`src/assert_macros.svh`:
```
// ----------------------------------------------------------------------------
// Assertion macros shared by the RTL files
// Clocked implication and invariant checks, disabled while the active-low reset is low.
// ----------------------------------------------------------------------------
`ifndef ASSERT_MACROS_SVH
`define ASSERT_MACROS_SVH

// When ante holds at a clock edge, cons must hold at the same edge.
`define AIC_ASSERT_IMPLIES(label, clk, rstn, ante, cons, msg) \
    label: assert property (@(posedge clk) disable iff (!rstn) (ante) |-> (cons)) \
        else $error(msg);

// cond must hold at every clock edge out of reset.
`define AIC_ASSERT_ALWAYS(label, clk, rstn, cond, msg) \
    label: assert property (@(posedge clk) disable iff (!rstn) (cond)) \
        else $error(msg);

`endif

```
`src/aic_pkg.sv`:
```
// ----------------------------------------------------------------------------
// aic_pkg
// Class codes, group codes and stage payload types of the instruction classifier.
// ----------------------------------------------------------------------------
`default_nettype none

package aic_pkg;

    // Number of ordered match patterns (one per known class)
    localparam int NUM_PATTERNS = 28;

    // Class codes in match priority order
    typedef enum logic [4:0] {
        CLS_ADRP    = 5'd0,
        CLS_ADR     = 5'd1,
        CLS_ADD     = 5'd2,
        CLS_SUB     = 5'd3,
        CLS_BL      = 5'd4,
        CLS_CBZ     = 5'd5,
        CLS_RET     = 5'd6,
        CLS_TBNZ    = 5'd7,
        CLS_BR      = 5'd8,
        CLS_LDR     = 5'd9,
        CLS_CBNZ    = 5'd10,
        CLS_MOVK    = 5'd11,
        CLS_ORR     = 5'd12,
        CLS_AND     = 5'd13,
        CLS_TBZ     = 5'd14,
        CLS_LDXR    = 5'd15,
        CLS_LDRB    = 5'd16,
        CLS_STR     = 5'd17,
        CLS_STP     = 5'd18,
        CLS_MOVZ    = 5'd19,
        CLS_MOV     = 5'd20,
        CLS_BCOND   = 5'd21,
        CLS_B       = 5'd22,
        CLS_NOP     = 5'd23,
        CLS_CSEL    = 5'd24,
        CLS_MRS     = 5'd25,
        CLS_SUBS    = 5'd26,
        CLS_CCMP    = 5'd27,
        CLS_UNKNOWN = 5'd28
    } insn_class_t;

    // Coarse groups
    typedef enum logic [1:0] {
        GRP_GENERAL = 2'd0,
        GRP_BRANCH  = 2'd1,
        GRP_MEMORY  = 2'd2
    } insn_group_t;

    // Stage 1 -> 2: raw word and per-pattern hits
    typedef struct packed {
        logic [31:0]             word;
        logic [NUM_PATTERNS-1:0] hits;
    } aic_hits_t;

    // Stage 2 -> 3: raw word and winning class
    typedef struct packed {
        logic [31:0] word;
        insn_class_t cls;
    } aic_cls_t;

    // Final result item
    typedef struct packed {
        logic        rm_present;
        logic [4:0]  rm_reg;
        logic        rd_present;
        logic [4:0]  rd_reg;
        logic        rn_present;
        logic [4:0]  rn_reg;
        insn_group_t insn_group;
        insn_class_t insn_class;
    } aic_result_t;

    // Per-class attributes
    typedef struct packed {
        insn_group_t grp;
        logic        has_rn;
        logic        has_rd;
        logic        has_rm;
    } aic_attr_t;

    function automatic aic_attr_t class_attr(input insn_class_t cls);
        aic_attr_t a;
        a = '{grp: GRP_GENERAL, has_rn: 1'b0, has_rd: 1'b0, has_rm: 1'b0};
        unique case (cls)
            CLS_ADRP, CLS_ADR, CLS_MOVK, CLS_MOVZ: begin
                a.has_rd = 1'b1;
            end
            CLS_ADD, CLS_SUB, CLS_ORR, CLS_AND: begin
                a.has_rn = 1'b1;
                a.has_rd = 1'b1;
            end
            CLS_RET, CLS_BR: begin
                a.has_rn = 1'b1;
            end
            CLS_LDR, CLS_LDXR, CLS_LDRB, CLS_STR, CLS_STP: begin
                a.grp    = GRP_MEMORY;
                a.has_rn = 1'b1;
            end
            CLS_BL, CLS_CBZ, CLS_CBNZ, CLS_TBZ, CLS_TBNZ, CLS_BCOND, CLS_B: begin
                a.grp = GRP_BRANCH;
            end
            CLS_MOV, CLS_CSEL, CLS_SUBS: begin
                a.has_rn = 1'b1;
                a.has_rd = 1'b1;
                a.has_rm = 1'b1;
            end
            CLS_CCMP: begin
                a.has_rn = 1'b1;
                a.has_rm = 1'b1;
            end
            CLS_NOP, CLS_MRS, CLS_UNKNOWN: begin
                a.grp = GRP_GENERAL;
            end
            default: begin
                a.grp = GRP_GENERAL;
            end
        endcase
        return a;
    endfunction

endpackage

`default_nettype wire

```
`src/aic_match.sv`:
```
// ----------------------------------------------------------------------------
// aic_match
// Stage 1: tests the word against every class pattern in parallel.
// ----------------------------------------------------------------------------
`default_nettype none

module aic_match import aic_pkg::*; (
    input  wire logic        aclk,
    input  wire logic        aresetn,
    input  wire logic        in_valid,
    output logic             in_ready,
    input  wire logic [31:0] in_word,
    output logic             out_valid,
    input  wire logic        out_ready,
    output aic_hits_t        out_data
);

    logic [NUM_PATTERNS-1:0] hits;
    logic [9:0]              top10_or;
    logic                    advance;
    logic                    valid_reg;
    logic                    valid_next;
    aic_hits_t               data_reg;
    aic_hits_t               data_next;

    // Top ten bits with bit 30 forced, used by the load patterns
    assign top10_or = {in_word[31], 1'b1, in_word[29:22]};

    // One hit per class pattern; priority is resolved in the next stage
    always_comb begin
        hits = '0;
        hits[CLS_ADRP]  = (in_word[28:24] == 5'h10) && in_word[31];
        hits[CLS_ADR]   = (in_word[28:24] == 5'h10);
        hits[CLS_ADD]   = (in_word[30:24] == 7'h11);
        hits[CLS_SUB]   = (in_word[30:24] == 7'h51);
        hits[CLS_BL]    = (in_word[31:26] == 6'h25);
        hits[CLS_CBZ]   = (in_word[30:24] == 7'h34);
        hits[CLS_RET]   = ((in_word | 32'h0000_03E0) == 32'hD65F_03E0);
        hits[CLS_TBNZ]  = (in_word[30:24] == 7'h37);
        hits[CLS_BR]    = ((in_word | 32'h0000_03E0) == 32'hD61F_03E0);
        hits[CLS_LDR]   = ((top10_or == 10'h3E1) && (in_word[11:10] != 2'b00))
                        || (top10_or == 10'h3E5)
                        || (in_word[31:23] == 9'h018);
        hits[CLS_CBNZ]  = (in_word[30:24] == 7'h35);
        hits[CLS_MOVK]  = (in_word[30:23] == 8'hE5);
        hits[CLS_ORR]   = (in_word[30:23] == 8'h64);
        hits[CLS_AND]   = (in_word[30:23] == 8'h24);
        hits[CLS_TBZ]   = (in_word[30:24] == 7'h36);
        hits[CLS_LDXR]  = (in_word[29:24] == 6'h08) && in_word[31] && in_word[22];
        hits[CLS_LDRB]  = (in_word[31:21] == 11'h1C2)
                        || (in_word[31:22] == 10'h0E5)
                        || ((in_word[31:21] == 11'h1C3) && (in_word[11:10] == 2'b10));
        hits[CLS_STR]   = (in_word[29:22] == 8'hE4) && in_word[31];
        hits[CLS_STP]   = (in_word[30:25] == 6'h14) && !in_word[22];
        hits[CLS_MOVZ]  = (in_word[30:23] == 8'hA5);
        hits[CLS_MOV]   = (in_word[30:24] == 7'h2A) && !in_word[21];
        hits[CLS_BCOND] = (in_word[31:24] == 8'h54) && !in_word[4];
        hits[CLS_B]     = (in_word[31:26] == 6'h05);
        hits[CLS_NOP]   = (in_word[31:12] == 20'hD5032);
        hits[CLS_CSEL]  = (in_word[30:21] == 10'h0D4) && (in_word[11:10] == 2'b00);
        hits[CLS_MRS]   = (in_word[31:20] == 12'hD53);
        hits[CLS_SUBS]  = (in_word[30:21] == 10'h359)
                        || (in_word[30:24] == 7'h6B)
                        || (in_word[30:24] == 7'h71);
        hits[CLS_CCMP]  = (in_word[30:21] == 10'h3D2);
    end

    // Stage register moves when empty or when downstream takes its item
    assign advance  = !valid_reg || out_ready;
    assign in_ready = advance;

    always_comb begin
        valid_next = valid_reg;
        data_next  = data_reg;
        if (advance) begin
            valid_next = in_valid;
            data_next  = '{word: in_word, hits: hits};
        end
    end

    always_ff @(posedge aclk) begin
        if (!aresetn) begin
            valid_reg <= 1'b0;
        end else begin
            valid_reg <= valid_next;
        end
    end

    always_ff @(posedge aclk) begin
        data_reg <= data_next;
    end

    assign out_valid = valid_reg;
    assign out_data  = data_reg;

endmodule

`default_nettype wire

```
`src/aic_prio.sv`:
```
// ----------------------------------------------------------------------------
// aic_prio
// Stage 2: picks the first matching pattern and encodes its class code.
// ----------------------------------------------------------------------------
`default_nettype none

module aic_prio import aic_pkg::*; (
    input  wire logic      aclk,
    input  wire logic      aresetn,
    input  wire logic      in_valid,
    output logic           in_ready,
    input  aic_hits_t      in_data,
    output logic           out_valid,
    input  wire logic      out_ready,
    output aic_cls_t       out_data
);

    logic [NUM_PATTERNS-1:0] first_hit;
    logic [4:0]              hit_idx;
    insn_class_t             cls;
    logic                    advance;
    logic                    valid_reg;
    logic                    valid_next;
    aic_cls_t                data_reg;
    aic_cls_t                data_next;

    // Isolate the lowest set hit: lowest index has highest priority
    assign first_hit = in_data.hits & (~in_data.hits + NUM_PATTERNS'(1));

    // One-hot to binary, each output bit an OR over independent positions
    always_comb begin
        hit_idx = '0;
        for (int i = 0; i < NUM_PATTERNS; i++) begin
            if (first_hit[i]) begin
                hit_idx = hit_idx | 5'(i);
            end
        end
    end

    assign cls = (in_data.hits == '0) ? CLS_UNKNOWN : insn_class_t'(hit_idx);

    assign advance  = !valid_reg || out_ready;
    assign in_ready = advance;

    always_comb begin
        valid_next = valid_reg;
        data_next  = data_reg;
        if (advance) begin
            valid_next = in_valid;
            data_next  = '{word: in_data.word, cls: cls};
        end
    end

    always_ff @(posedge aclk) begin
        if (!aresetn) begin
            valid_reg <= 1'b0;
        end else begin
            valid_reg <= valid_next;
        end
    end

    always_ff @(posedge aclk) begin
        data_reg <= data_next;
    end

    assign out_valid = valid_reg;
    assign out_data  = data_reg;

endmodule

`default_nettype wire

```
`src/aic_attr.sv`:
```
// ----------------------------------------------------------------------------
// aic_attr
// Stage 3: looks up group and operand presence, masks the register fields.
// ----------------------------------------------------------------------------
`default_nettype none

module aic_attr import aic_pkg::*; (
    input  wire logic      aclk,
    input  wire logic      aresetn,
    input  wire logic      in_valid,
    output logic           in_ready,
    input  aic_cls_t       in_data,
    output logic           out_valid,
    input  wire logic      out_ready,
    output aic_result_t    out_data
);

    aic_attr_t   attr;
    aic_result_t result;
    logic        advance;
    logic        valid_reg;
    logic        valid_next;
    aic_result_t data_reg;
    aic_result_t data_next;

    assign attr = class_attr(in_data.cls);

    // Absent operands read as zero
    always_comb begin
        result.insn_class = in_data.cls;
        result.insn_group = attr.grp;
        result.rn_present = attr.has_rn;
        result.rn_reg     = attr.has_rn ? in_data.word[9:5] : 5'd0;
        result.rd_present = attr.has_rd;
        result.rd_reg     = attr.has_rd ? in_data.word[4:0] : 5'd0;
        result.rm_present = attr.has_rm;
        result.rm_reg     = attr.has_rm ? in_data.word[20:16] : 5'd0;
    end

    // Output register; holds its item while the receiver stalls
    assign advance  = !valid_reg || out_ready;
    assign in_ready = advance;

    always_comb begin
        valid_next = valid_reg;
        data_next  = data_reg;
        if (advance) begin
            valid_next = in_valid;
            data_next  = result;
        end
    end

    always_ff @(posedge aclk) begin
        if (!aresetn) begin
            valid_reg <= 1'b0;
        end else begin
            valid_reg <= valid_next;
        end
    end

    always_ff @(posedge aclk) begin
        data_reg <= data_next;
    end

    assign out_valid = valid_reg;
    assign out_data  = data_reg;

endmodule

`default_nettype wire

```
`src/aarch64_insn_classifier.sv`:
```
// AArch64 instruction classifier.
// Input stream: one 32-bit instruction word per transfer on s_tdata.
// Output stream: one result per input word on m_tdata: class code (28 known
// classes in first-match priority order, or unknown), coarse group (general,
// branch immediate, memory) and the Rn, Rd and Rm numbers with presence
// flags; a register field whose flag is clear reads zero.
// Pipeline: three register stages (pattern match, priority encode, attribute
// lookup) lie between the input transfer and m_tvalid.
// Throughput: one word per cycle sustained while m_tready stays high.
// Stalls: each stage advances when it is empty or its successor takes its
// item, so bubbles are squeezed out; with m_tready low the result holds on
// m_tdata and s_tready falls once all three stages are full.
// Reset: aresetn (synchronous, active low) empties the pipeline; no state
// survives between words.
// ----------------------------------------------------------------------------
// aarch64_insn_classifier
// Top level: three-stage streaming instruction classifier.
// ----------------------------------------------------------------------------
`default_nettype none

`include "assert_macros.svh"

module aarch64_insn_classifier import aic_pkg::*; (
    input  wire logic        aclk,
    input  wire logic        aresetn,
    input  wire logic        s_tvalid,
    output logic             s_tready,
    input  wire logic [31:0] s_tdata,   // [31:0] instr_word
    output logic             m_tvalid,
    input  wire logic        m_tready,
    // [4:0] insn_class, [6:5] insn_group, [11:7] rn_reg, [12] rn_present,
    // [17:13] rd_reg, [18] rd_present, [23:19] rm_reg, [24] rm_present,
    // [31:25] zero
    output logic [31:0]      m_tdata
);

    logic        s1_valid;
    logic        s1_ready;
    aic_hits_t   s1_data;
    logic        s2_valid;
    logic        s2_ready;
    aic_cls_t    s2_data;
    aic_result_t s3_data;

    // Stage 1: pattern match
    aic_match u_match (
        .aclk      (aclk),
        .aresetn   (aresetn),
        .in_valid  (s_tvalid),
        .in_ready  (s_tready),
        .in_word   (s_tdata),
        .out_valid (s1_valid),
        .out_ready (s1_ready),
        .out_data  (s1_data)
    );

    // Stage 2: priority encode
    aic_prio u_prio (
        .aclk      (aclk),
        .aresetn   (aresetn),
        .in_valid  (s1_valid),
        .in_ready  (s1_ready),
        .in_data   (s1_data),
        .out_valid (s2_valid),
        .out_ready (s2_ready),
        .out_data  (s2_data)
    );

    // Stage 3: attributes and output register
    aic_attr u_attr (
        .aclk      (aclk),
        .aresetn   (aresetn),
        .in_valid  (s2_valid),
        .in_ready  (s2_ready),
        .in_data   (s2_data),
        .out_valid (m_tvalid),
        .out_ready (m_tready),
        .out_data  (s3_data)
    );

    assign m_tdata = {7'd0, s3_data};

    // Checks
    `AIC_ASSERT_IMPLIES(a_unknown_bare, aclk, aresetn,
        m_tvalid && (s3_data.insn_class == CLS_UNKNOWN),
        !s3_data.rn_present && !s3_data.rd_present && !s3_data.rm_present
        && (s3_data.insn_group == GRP_GENERAL),
        "unknown class carries operands or a group")
    `AIC_ASSERT_IMPLIES(a_branch_no_regs, aclk, aresetn,
        m_tvalid && (s3_data.insn_group == GRP_BRANCH),
        !s3_data.rn_present && !s3_data.rd_present && !s3_data.rm_present,
        "branch-immediate result has register operands")
    `AIC_ASSERT_ALWAYS(a_absent_zero, aclk, aresetn,
        !m_tvalid
        || ((s3_data.rn_present || (s3_data.rn_reg == 5'd0))
        && (s3_data.rd_present || (s3_data.rd_reg == 5'd0))
        && (s3_data.rm_present || (s3_data.rm_reg == 5'd0))),
        "absent operand field is not zero")
    `AIC_ASSERT_IMPLIES(a_backpressure_src, aclk, aresetn,
        !s_tready,
        m_tvalid && !m_tready,
        "input stalled without a stalled output")

endmodule

`default_nettype wire

```
`config.mk`:
```
export PLATFORM = sky130hd
export DESIGN_NAME = aarch64_insn_classifier
export DESIGN_NICKNAME = d
export VERILOG_FILES = /design/src/aic_pkg.sv /design/src/aic_match.sv /design/src/aic_prio.sv /design/src/aic_attr.sv /design/src/aarch64_insn_classifier.sv
export VERILOG_INCLUDE_DIRS = /design/src /design/src/src
export SDC_FILE = /design/constraint.sdc
export NUM_CORES = 1
export LEC_CHECK = 0
export ABC_AREA = 1
export BUFFER_PORTS_ARGS = -buffer_cell sky130_fd_sc_hd__buf_4
export CAP_MARGIN = 20
export CORE_UTILIZATION = 58
export DETAILED_ROUTE_END_ITERATION = 6
export GPL_TIMING_DRIVEN = 0
export PLACE_DENSITY = 0.82
export SETUP_SLACK_MARGIN = 0.1
export SYNTH_ARGS = -nofsm -noshare
export SYNTH_HDL_FRONTEND = slang
export SYNTH_SLANG_ARGS = --single-unit
export TNS_END_PERCENT = 10
```
`constraint.sdc`:
```
create_clock -name aclk -period 4.75 [get_ports aclk]
set_clock_uncertainty 0.1 [all_clocks]
set_input_delay 0.95 -clock aclk [delete_from_list [all_inputs] [get_ports aclk]]
set_output_delay 0.95 -clock aclk [all_outputs]
set_load 0.01 [all_outputs]
```
Yosys cells after proc, flatten, opt, wreduce, memory -nomap -nowiden
Cells that the tools add are included.
{"block": "word_totals", "ff_bits": 103, "input_bits": 36, "output_inout_bits": 34, "elab_cells": 144}
{"block": "op_classes", "n_addsub": 1, "n_eq_ne": 59, "mux": 29, "n_bitwise": 2, "n_reduce_logical": 36}
{"operator": "equality test 5 bit, second input constant", "count": 11}
{"operator": "equality test 27 bit, second input constant", "count": 2}
{"operator": "equality test 5 x 4 -> 1 bit, second input constant", "count": 8}
{"operator": "equality test 7 x 6 -> 1 bit, second input constant", "count": 5}
{"operator": "2-to-1 mux 4 bit", "count": 8}
{"operator": "adder 28 x 1 -> 28 bit, second input constant", "count": 1}
{"operator": "bitwise AND 28 bit", "count": 1}
{"operator": "logical NOT 28 bit", "count": 1}
{"operator": "inverter 28 bit", "count": 1}
{"operator": "equality test 8 bit, second input constant", "count": 3}
{"operator": "2-to-1 mux 3 bit", "count": 8}
{"operator": "equality test 11 x 9 -> 1 bit, second input constant", "count": 2}
{"operator": "equality test 7 bit, second input constant", "count": 3}
{"operator": "equality test 10 bit, second input constant", "count": 2}
{"operator": "equality test 10 x 8 -> 1 bit, second input constant", "count": 2}
{"operator": "equality test 20 bit, second input constant", "count": 1}
{"operator": "equality test 5 x 3 -> 1 bit, second input constant", "count": 4}
{"operator": "equality test 9 bit, second input constant", "count": 2}
{"operator": "equality test 8 x 7 -> 1 bit, second input constant", "count": 2}
{"operator": "OR reduction 15 bit", "count": 1}
{"operator": "OR reduction 13 bit", "count": 1}
{"operator": "equality test 12 bit, second input constant", "count": 1}
{"operator": "2-to-1 mux 2 bit", "count": 6}
{"operator": "OR reduction 11 bit", "count": 1}
{"operator": "21 further kinds", "count": 50}

Logic depth before layout (Yosys ltp)
{"block": "depth", "depth_word": 28, "depth_mapped": 9, "ltp_nobuf": 9}

Hierarchy
A second synthesis with hierarchy kept.
{"block": "hier_totals", "hier_cells": 543, "area_unflattened_um2": 5672.9}
{"mod": "aic_match", "n_inst": 1, "cells_each": 196, "area_each_um2": 2427.3, "seq_area_each_um2": 1821.7}
{"mod": "aic_prio", "n_inst": 1, "cells_each": 225, "area_each_um2": 2003.2, "seq_area_each_um2": 1131.1}
{"mod": "aic_attr", "n_inst": 1, "cells_each": 114, "area_each_um2": 1186.1, "seq_area_each_um2": 770.7}
{"mod": "aarch64_insn_classifier", "n_inst": 1, "cells_each": 8, "area_each_um2": 56.3, "seq_area_each_um2": 0.0}

Worst setup path before layout
Ideal clock, no wire load.
{"block": "synth_path", "path_kind": "input to output", "start": "input m_tready", "end": "output s_tready", "t_arrival_ns": 2.748, "t_required_ns": 3.700, "setup_slack_ns": 0.952, "cell_stages": 4, "path_buffers": 0, "cell_sequence": "inv_1 > nand2_1 > nor2_1 > nand2_1"}
{"block": "synth_between", "elab_chain_len": 3}
{"element": "start, declared", "line": "aarch64_insn_classifier.sv:30", "rtl": "input wire logic m_tready,"}
{"element": "logical OR 1 bit", "line": "aic_attr.sv:41", "rtl": "assign advance = !valid_reg || out_ready;"}
{"element": "via s2_ready", "line": "aarch64_insn_classifier.sv:41", "rtl": "logic s2_ready;"}
{"element": "logical OR 1 bit", "line": "aic_prio.sv:42", "rtl": "assign advance = !valid_reg || out_ready;"}
{"element": "logical OR 1 bit", "line": "aic_match.sv:69", "rtl": "assign advance = !valid_reg || out_ready;"}
{"element": "end, declared", "line": "aarch64_insn_classifier.sv:27", "rtl": "output logic s_tready,"}
The timed path passes the listed nets, and every way through them passes these cells.

Final worst setup path
Same ends and word-level chain as after synthesis.

==> impl_metrics.toml <==
[outcome]
status = "completed"

[final_layout]
register_area_um2 = 2700
synthToLayoutAreaGrowth_pct = 19.0
multi_input_area_um2 = 1370
stdcell_area_um2 = 5170
fill_cells = 510
mostFrequentLayoutCell = "edfxtp_1"
antenna_cells = 0
final_cell_mix = "edfxtp_1, nor2_1, nand2_1, buf_4, inv_1"
drive_above_1_share_pct = 20.1
nNetsFinal = 563

[yosys]
ys_ff_latch = 91
avgSynthCellArea_um2 = 9.71
synthCells = 448
synth-seq-area-share_pct = 62.1
syn_area_um2 = 4350
synth_cell_type_count = 37
ys.warnings.count = 0

[floorplan]
dieArea_um2 = 7850
die_w_um = 88.6
pin_count = 70
row_count = 31
start_util_pct = 60.0
core_area_um2 = 7250
die_h_um = 88.6

[drt]
drtPass1Iterations = 5
drt_iter0_drc = 233
vias = 3385
wl_per_cell_um = 14.1
wl_um = 8920
detail-route-antenna-nets = 0
drc = 0
routed_via_density = 5.36

[sta]
maxSlewViolCount = 0
tns_ns = 0
tightest_slew_ns = 0.970
hold_viol = 0
finalCritPeriodShare_pct = 76.7
min_period_ns = 3.64
setup_viol = 0
slew_headroom_pct = 35.2
rsz0062_at_grt = "false"
max_freq_mhz = 275

[clock_tree]
cts_tree = "yes"
root_buffer = "clkbuf_8"
clk_path_buf_depth = 2
htree_levels = 3
cts.clk_slew.worst_paths_ns = 0.08
cts_resized = 0
numCtsBuffers = 9
hold_buffers = 0
insertion_delay_ns = 0.35
clock-sinks = 91
cts_setup_buffers = 0

[power]
seqPwrFrac_pct = 56.7
ir_worst_vdd_v = 0.000147
clockPowerShare_pct = 29.6
p_comb_share_pct = 13.7
internal_power_w = 0.00129
netSwitchingFraction_pct = 24.2
power.switching_w = 0.000412
p_leak_nw = 2.41
power_density_nw_per_um2 = 329

[grt]
first_global_vias = 3153
grt_pass1_wl_um = 14300
grt_antenna_before_repair = 0
grt_max_degree = 45
grt_usage_pct = 25.0
grt_overflow_total = 0

[job]
cap_violations = 0

[setup_path]
end_kind = "primary output"
crit_type = "in2out"
ff2ff_path_depth = 3
crit_path_max_fanout = 44
critPathRequiredTime_ns = 3.70
arrival_ns = 2.59
worstSetupStartpointType = "input pin"

[place]
placed_cell_area_um2 = 4980
dpl.hpwl_um = 7010
portBuffers = 61
gp_congestion = 0.986

[worst_hold_path]
hp-class = "reg2reg"
min_path_cells = 0
-- power by group through the flow --
stage / clock network [W] / registers (W) / logic, W
4_1_cts: 0.000513 / 0.000965 / 0.000231
5_1_grt: 0.000543 / 0.000973 / 0.000259
6_report: 0.000504 / 0.000965 / 0.000232
3_5_place_dp: 0 / 0.000983 / 0.000229
2_1_floorplan: 0 / 0.00100 / 0.0000988
3_3_place_gp: 0 / 0.000981 / 0.000223
-- per-layer routing --
layer  share of wire, %  GRT usage (%)
met1                 38           26.8
met2                 53           45.2
met3                4.0           4.76
met4                5.2           15.8
met5                  0              0
-- final cells by class --
cell class,instances,share of cell area (%)
clock buffers,9,2.39
well taps,99,2.39
clock inverters,7,1.43
plain buffers,8,1.11
repair buffers,62,9.24
multi-input cells,289,26.4
inverters,66,4.79
flip-flops and latches,91,52.2
-- synth_stat cells (all sizes together) --
cell type,count,area share (%)
nor4,12,1.7
nand2,75,6.5
o2111ai,1,0.20
o221ai,1,0.20
and2,2,0.29
o31ai,1,0.17
or2,2,0.29
a21boi,5,0.86
o22ai,1,0.14
o21a,1,0.17
edfxtp,88,61
buf,8,1.3
o41ai,1,0.20
nor3,18,2.3
inv,66,5.7
a21oi,5,0.58
conb,1,0.086
nor3b,1,0.17
nor2,94,8.8
nand3b,1,0.17
nand3,39,4.6
dfxtp,3,1.4
and3b,1,0.20
nand4,11,1.7
o211ai,1,0.17
o2bb2ai,1,0.20
o21ai,8,1.0
-- final timing paths --
| kind | slack [ns] | from | end |
|---|---|---|---|
| worst min-delay path | 0.32 | u_match.out_data[29] | u_prio.out_data[6] |
| worst max register to register | 2.49 | u_attr.out_valid | u_prio.out_data[3] |
| worst min register to register | 0.32 | u_match.out_data[29] | u_prio.out_data[6] |
| worst max-delay path | 1.11 | m_tready | s_tready |
-- flip-flops by register name, indices dropped and copies added (netlist names) --
name               cells
u_attr.out_data       25
u_prio.out_data       20
u_attr.out_valid       1
u_prio.out_valid       1
u_match.out_data      43
u_match.out_valid      1
-- per-stage QoR --
step                      cells  hold slack (ns)  worst slack (ns)  total power, W  util [%]
after floorplan             454            0.300             0.952         0.00110         -
after global placement      614            0.301             0.113         0.00120      68.3
after detailed placement    615            0.305              1.10         0.00121      68.6
after CTS                   631            0.318              1.11         0.00171      71.3
after global routing        631            0.328             0.874         0.00178      71.3
final                       631            0.316              1.11         0.00170      71.3
-- worst max-delay path: stages --
cell,delay (ns)
buf_4,0.11
inv_1,0.04
nand2_1,0.54
nor2_1,0.43
nand2_2,0.13
buf_12,0.21
buf_4,0.17
-- cells by family (layout without fill, tap and decap cells) --
kind of cell / after synthesis / in the layout / share of synthesized area (%)
AND/OR/NAND/NOR: 256 / 256 / 26.8
flip-flops: 91 / 91 / 62.1
buffers and inverters: 74 / 152 / 7.02
AO/OA/AOI/OAI: 26 / 26 / 3.91
other: 1 / 7 / 0.0862
(Power assumes the default switching activity.)
